## config.mk

```make
export PLATFORM = sky130hd
export DESIGN_NAME = brfifo_ctrl
export DESIGN_NICKNAME = d
export VERILOG_FILES = /design/src/design/brfifo_pkg.sv /design/src/design/brfifo_ctrl.sv
export SDC_FILE = /design/constraint.sdc
export NUM_CORES = 1
export LEC_CHECK = 0
export BUFFER_PORTS_ARGS = -buffer_cell sky130_fd_sc_hd__buf_2
export CORE_UTILIZATION = 45
export CTS_CLUSTER_DIAMETER = 100
export DETAILED_ROUTE_END_ITERATION = 10
export GPL_TIMING_DRIVEN = 0
export PLACE_DENSITY = 0.81
export SETUP_SLACK_MARGIN = 0.3
export SLEW_MARGIN = 10
export SYNTH_ARGS = -nofsm -noshare
export SYNTH_HDL_FRONTEND = slang
export SYNTH_SLANG_ARGS = --single-unit
export TNS_END_PERCENT = 1
```

## constraint.sdc

```tcl
create_clock -name i_clk -period 2.9 [get_ports i_clk]
set_input_delay 0.435 -clock i_clk [delete_from_list [all_inputs] [get_ports i_clk]]
set_output_delay 0.435 -clock i_clk [all_outputs]
set_load 0.02 [all_outputs]
```

## src/design/brfifo_pkg.sv

```systemverilog
// ============================================================================
// brfifo_pkg
// Shared types and constants of the byte ring FIFO with word access.
// ============================================================================
package brfifo_pkg;

    // Ring size; one slot always stays empty, so SLOTS-1 bytes at most.
    localparam int SLOTS  = 4096;
    localparam int PTR_W  = $clog2(SLOTS);
    localparam int OFS_W  = 12;                    // offset and count fields
    localparam int DATA_W = 32;
    localparam int CNT_W  = 3;                     // byte count field
    localparam int CMP_W  = (PTR_W > OFS_W) ? PTR_W : OFS_W;

    localparam logic [PTR_W-1:0] LAST_SLOT = PTR_W'(SLOTS - 1);
    localparam logic [PTR_W:0]   SLOTS_X   = (PTR_W + 1)'(SLOTS);
    localparam logic [CNT_W-1:0] MAX_BYTES = CNT_W'(4);
    localparam logic [CNT_W-1:0] PEEK_BYTES = CNT_W'(2);

    typedef enum logic [1:0] {
        OP_PUSH = 2'd0,
        OP_POP  = 2'd1,
        OP_PEEK = 2'd2,
        OP_FIND = 2'd3
    } t_opcode;

    typedef enum logic [1:0] {
        STAT_OK    = 2'd0,
        STAT_SHORT = 2'd1,
        STAT_FULL  = 2'd2
    } t_status;

    typedef enum logic [3:0] {
        S_IDLE,
        S_CHECK,
        S_PUSH,
        S_FIXRP,
        S_POP,
        S_PEEK,
        S_DRAIN,
        S_FIND,
        S_DONE
    } t_state;

    // Controller to datapath
    typedef struct packed {
        logic    load;         // latch the accepted item
        logic    mem_we;       // write one byte at the write pointer
        logic    mem_re;       // read one byte at read pointer + index
        logic    wp_adv;
        logic    rp_adv;
        logic    idx_adv;
        logic    rem_dec;
        logic    fix_rp;       // read pointer to one past write pointer
        logic    set_status;
        t_status status;
        logic    found_match;
        logic    found_used;
        logic    out_load;
    } t_cmd;

    // Datapath to controller
    typedef struct packed {
        t_opcode op;
        logic    cnt_zero;
        logic    pop_short;
        logic    peek_short;
        logic    overflow;
        logic    ovw;
        logic    find_none;
        logic    rem_last;
        logic    idx_end;
        logic    pend;
        logic    match;
        logic    out_free;
    } t_stat;

endpackage

```

## src/design/brfifo_ctrl.sv

```systemverilog
// ============================================================================
// brfifo_ctrl
// Operation sequencer: decodes the item, steps the byte loops, hands over
// the result.
// ============================================================================
module brfifo_ctrl (
    input  logic                i_clk,
    input  logic                i_rst_n,
    input  logic                i_in_valid,
    output logic                o_in_ready,
    input  brfifo_pkg::t_stat   i_stat,
    output brfifo_pkg::t_cmd    o_cmd
);

    brfifo_pkg::t_state r_state, n_state;

    always_ff @(posedge i_clk) begin
        if (!i_rst_n) begin
            r_state <= brfifo_pkg::S_IDLE;
        end else begin
            r_state <= n_state;
        end
    end

    always_comb begin
        n_state    = r_state;
        o_in_ready = 1'b0;
        o_cmd      = '0;
        o_cmd.status = brfifo_pkg::STAT_OK;

        unique case (r_state)
            brfifo_pkg::S_IDLE: begin
                o_in_ready = 1'b1;
                if (i_in_valid) begin
                    o_cmd.load = 1'b1;
                    n_state    = brfifo_pkg::S_CHECK;
                end
            end

            brfifo_pkg::S_CHECK: begin
                unique case (i_stat.op)
                    brfifo_pkg::OP_PUSH: begin
                        priority if (i_stat.cnt_zero) begin
                            n_state = brfifo_pkg::S_DONE;
                        end else if (i_stat.overflow && !i_stat.ovw) begin
                            o_cmd.set_status = 1'b1;
                            o_cmd.status     = brfifo_pkg::STAT_FULL;
                            n_state          = brfifo_pkg::S_DONE;
                        end else begin
                            n_state = brfifo_pkg::S_PUSH;
                        end
                    end
                    brfifo_pkg::OP_POP: begin
                        priority if (i_stat.cnt_zero) begin
                            n_state = brfifo_pkg::S_DONE;
                        end else if (i_stat.pop_short) begin
                            o_cmd.set_status = 1'b1;
                            o_cmd.status     = brfifo_pkg::STAT_SHORT;
                            n_state          = brfifo_pkg::S_DONE;
                        end else begin
                            n_state = brfifo_pkg::S_POP;
                        end
                    end
                    brfifo_pkg::OP_PEEK: begin
                        if (i_stat.peek_short) begin
                            o_cmd.set_status = 1'b1;
                            o_cmd.status     = brfifo_pkg::STAT_SHORT;
                            n_state          = brfifo_pkg::S_DONE;
                        end else begin
                            n_state = brfifo_pkg::S_PEEK;
                        end
                    end
                    default: begin
                        if (i_stat.find_none) begin
                            o_cmd.found_used = 1'b1;
                            n_state          = brfifo_pkg::S_DONE;
                        end else begin
                            n_state = brfifo_pkg::S_FIND;
                        end
                    end
                endcase
            end

            brfifo_pkg::S_PUSH: begin
                o_cmd.mem_we  = 1'b1;
                o_cmd.wp_adv  = 1'b1;
                o_cmd.rem_dec = 1'b1;
                if (i_stat.rem_last) begin
                    n_state = i_stat.overflow ? brfifo_pkg::S_FIXRP : brfifo_pkg::S_DONE;
                end
            end

            brfifo_pkg::S_FIXRP: begin
                o_cmd.fix_rp = 1'b1;
                n_state      = brfifo_pkg::S_DONE;
            end

            brfifo_pkg::S_POP: begin
                o_cmd.mem_re  = 1'b1;
                o_cmd.rp_adv  = 1'b1;
                o_cmd.rem_dec = 1'b1;
                if (i_stat.rem_last) begin
                    n_state = brfifo_pkg::S_DRAIN;
                end
            end

            brfifo_pkg::S_PEEK: begin
                o_cmd.mem_re  = 1'b1;
                o_cmd.idx_adv = 1'b1;
                o_cmd.rem_dec = 1'b1;
                if (i_stat.rem_last) begin
                    n_state = brfifo_pkg::S_DRAIN;
                end
            end

            brfifo_pkg::S_DRAIN: begin
                n_state = brfifo_pkg::S_DONE;
            end

            brfifo_pkg::S_FIND: begin
                priority if (i_stat.match) begin
                    o_cmd.found_match = 1'b1;
                    n_state           = brfifo_pkg::S_DONE;
                end else if (!i_stat.idx_end) begin
                    o_cmd.mem_re  = 1'b1;
                    o_cmd.idx_adv = 1'b1;
                end else if (!i_stat.pend) begin
                    o_cmd.found_used = 1'b1;
                    n_state          = brfifo_pkg::S_DONE;
                end else begin
                    n_state = brfifo_pkg::S_FIND;
                end
            end

            brfifo_pkg::S_DONE: begin
                if (i_stat.out_free) begin
                    o_cmd.out_load = 1'b1;
                    n_state        = brfifo_pkg::S_IDLE;
                end
            end

            default: begin
                n_state = brfifo_pkg::S_IDLE;
            end
        endcase
    end

endmodule

```

==> reports/qor.txt <==
CLOCK NETWORK
----------------------------------------------------------------------------------------------------
Clock tree from TritonCTS                                                                        yes
Number of clock sinks                                                                              4
Clk_lat worst skew                                                                            230 ps
Count of cells resized by post-cts repair                                                          0
Clock-pin slew reported for the worst setup and hold paths after clock tree synthesis          40 ps
Hold-fix buffers at CTS                                                                            0
H-tree lvl count                                                                                   1
Inserted Clock Buffers                                                                             3
Longest Clk Path Bufs                                                                              2
Clock root buffer                                                                       sky130_fd_sc_hd__clkbuf_4
Post-CTS repair timing setup buffer count                                                          0

YOSYS
----------------------------------------------------------------------------------------------------
Number of flops mapped to enable cells by yosys                                                    0
Sequential area share after synthesis                                                          12.6%
Yosys synthesis warning count                                                                      0
Synth Net Count                                                                                  100
Post-synthesis sequential element count                                                            4
Count of different cell masters after synthesis                                                   42
Top_reg_cell synth                                                                      sky130_fd_sc_hd__dfxtp_1
Mapped Avg Cell Area                                                                       7.54 um^2
Combined area of all synthesized cells                                                      633 um^2
Number of standard cells after synthesis                                                          84
Fraction of registers with async set/reset                                                        0%

DETAILED ROUTING
----------------------------------------------------------------------------------------------------
Count of vias placed by the detailed router                                                      762
Residual antenna-violating net count after detailed routing                                        0
DRC violation count after routing                                                                  0
Post-DR wirelength/cell                                                                      13.6 um
Number of optimization iterations in the first detailed-route pass                                 4
DR vias/cell                                                                                    5.82
Detailed router's first-iteration violation count                                                 10
Routed WL                                                                                    1.79 mm

DIE
----------------------------------------------------------------------------------------------------
Die area                                                                                   1560 um^2
Die H                                                                                        39.5 um
Horizontal die dimension                                                                     39.5 um
Total I/O pin count                                                                               31
Initial standard-cell utilization of the core                                                  48.7%
Number of standard-cell rows in the floorplan                                                     13
Core area                                                                                  1300 um^2

PWR
----------------------------------------------------------------------------------------------------
Fraction of power consumed by combinational cells                                              69.4%
Switching part of the total                                                                    50.0%
Sequential Power Share                                                                         18.2%
Tot Pwr                                                                                   0.000559 W
Max IR drop VDD                                                                               462 uV
Leak pwr                                                                                    0.408 nW
Proportion of power drawn by the clock network                                                 12.3%
Switching power                                                                           0.000280 W
Ratio of total power to cell area                                                        682 nW/um^2
Internal portion of total power                                                           0.000280 W

LAYOUT
----------------------------------------------------------------------------------------------------
Fraction of final layout cells sized beyond drive strength 1                                   42.2%
Number of flip-flops under the largest register name                                               4
Layout overhead on the synthesized area                                                        29.4%
Most flops, register                                                                         r_state
Nets                                                                                             134
Most common cell after layout, fill and taps aside                                      sky130_fd_sc_hd__buf_2
Post-layout utilization of the core                                                            63.0%
Most frequent cells in the layout                                                       33 x sky130_fd_sc_hd__buf_2, 9 x sky130_fd_sc_hd__nor2_1, 5 x sky130_fd_sc_hd__nor2b_1
Largest regs                                                                             r_state (4)
Antenna diodes                                                                                     0
Final Non-Filler Cells                                                                           131

WORST SETUP PATH
----------------------------------------------------------------------------------------------------
Capturing element type of the critical path                                             primary output
Startpoint class of the critical path                                                      flip-flop
Maximum fanout along the worst path                                                                6
CP peak stage delay                                                                           520 ps
WP data required                                                                             2470 ps
Slowest library cell on the worst path                                                  sky130_fd_sc_hd__dfxtp_1
Critical setup path kind                                                                flip-flop to primary output
Chain of cells forming the critical path                                                nand4b_4 -> or3_4 -> o21ai_0 -> and2_1 -> buf_2
Data arrival time of the worst path                                                          1710 ps

GRT
----------------------------------------------------------------------------------------------------
First-pass GRT wire length                                                                   2.68 mm
Grt total ovfl                                                                                     0
Maximum number of pins on one net before global-route repair                                      11
Antenna violations before repair                                                                   0
Combined global-route utilization of all metal layers                                          25.8%
Number of global-route vias before repair                                                        603

FLOW RUN
----------------------------------------------------------------------------------------------------
Max-cap violations                                                                                 0

PLACED DESIGN
----------------------------------------------------------------------------------------------------
HPWL after detailed placement                                                                1.37 mm
Cell Count Post-Placement                                                                        128
I/O Buffers                                                                                       29
Placer's final routability congestion estimate                                                 0.870

TIMING
----------------------------------------------------------------------------------------------------
Final Max Slew Viols                                                                               0
Transition time of the tightest slew-check pin                                                346 ps
Final sum of negative setup slack                                                               0 ps
Shortest period the worst path allows                                                        2150 ps
Maximum clock frequency                                                                    0.466 GHz
Share of the cycle needed by the critical path after routing                                   74.0%
Final-report setup violation count                                                                 0
Setup repair after global routing missed its margin                                               no
Relative slew slack                                                                            76.8%
Post-route clock skew                                                                        2.50 ps
Fin. Hold Viols                                                                                    0

WORST HOLD PATH
----------------------------------------------------------------------------------------------------
Class of the most critical hold timing path                                             input pin to flip-flop

STATUS
----------------------------------------------------------------------------------------------------
Outcome                                                                                    completed

[power by group through the flow]
stage	clock, W	combinational, W	sequential, W
2_1_floorplan	0	0.000291	0.0000935
3_3_place_gp	0	0.000375	0.0000995
3_5_place_dp	0	0.000386	0.000102
4_1_cts	0.0000716	0.000386	0.000101
5_1_grt	0.0000766	0.000425	0.000104
6_report	0.0000689	0.000388	0.000102
[layout make-up]
type / instances / area, um^2
Sequential cell: 4 / 80.1
Fill cell: 128 / 482
Clock buffer: 3 / 22.5
Buffer: 7 / 50.0
Multi-Input combinational cell: 69 / 488
Inverter: 4 / 15.0
Timing Repair Buffer: 29 / 145
Tap cell: 15 / 18.8
[worst max-delay path: cells and delay by family, from the launching register on]
kind	cells	cell delay [ps]
AO/OA/AOI/OAI	1	110
buffers and inverters	1	150
flip-flops	1	520
AND/OR/NAND/NOR	3	700
[cell usage after synthesis, types with 2 or more instances]
cell	count	share of area, %
sky130_fd_sc_hd__nand2b_1	4	4.0
sky130_fd_sc_hd__buf_2	4	3.2
sky130_fd_sc_hd__nor3_1	2	1.6
sky130_fd_sc_hd__buf_6	2	3.6
sky130_fd_sc_hd__o2bb2ai_1	2	2.8
sky130_fd_sc_hd__nand2_1	4	2.4
sky130_fd_sc_hd__nand4_1	3	3.0
sky130_fd_sc_hd__nor2_1	9	5.3
sky130_fd_sc_hd__nor2b_1	5	4.9
sky130_fd_sc_hd__and2_1	2	2.0
sky130_fd_sc_hd__o21ai_0	3	2.4
sky130_fd_sc_hd__a21oi_1	3	2.4
sky130_fd_sc_hd__dfxtp_1	4	13
sky130_fd_sc_hd__nor4b_1	2	2.8
sky130_fd_sc_hd__mux2i_1	2	3.2
sky130_fd_sc_hd__inv_1	4	2.4
sky130_fd_sc_hd__a22oi_1	2	2.4
sky130_fd_sc_hd__a221oi_1	2	2.8
sky130_fd_sc_hd__a31oi_1	2	2.0
[worst paths after layout]
check,to,start,cells past startpoint,slack [ps]
worst max-delay path,o_cmd[8],r_state[1],5,750
worst min-delay path,r_state[0],i_rst_n,3,520
worst max register to register,r_state[3],r_state[0],5,1300
worst min register to register,r_state[3],r_state[3],3,680
[cells by family after synthesis]
family	count (synthesis)	share of synthesized area, %
simple gates	45	47.6
buf+inv	11	10.3
compound gates	21	24.5
mux	3	4.94
flops	4	12.6
[metal layers]
layer / routed length [um] / GRT usage, %
met4: 13 / 10.3
met5: 0 / 0
met3: 80 / 5.11
met1: 822 / 31.1
met2: 869 / 43.9
[stage by stage]
stage          cell area [um^2]  setup slack (ps)  hold WS, ps
2_1_floorplan               633               749          597
5_1_grt                     820               628          513
3_3_place_gp                797              1020          657
4_1_cts                     820               733          502
6_report                    820               753          518
3_5_place_dp                797               993          669
Note: power is estimated with default switching activity, not from simulation.
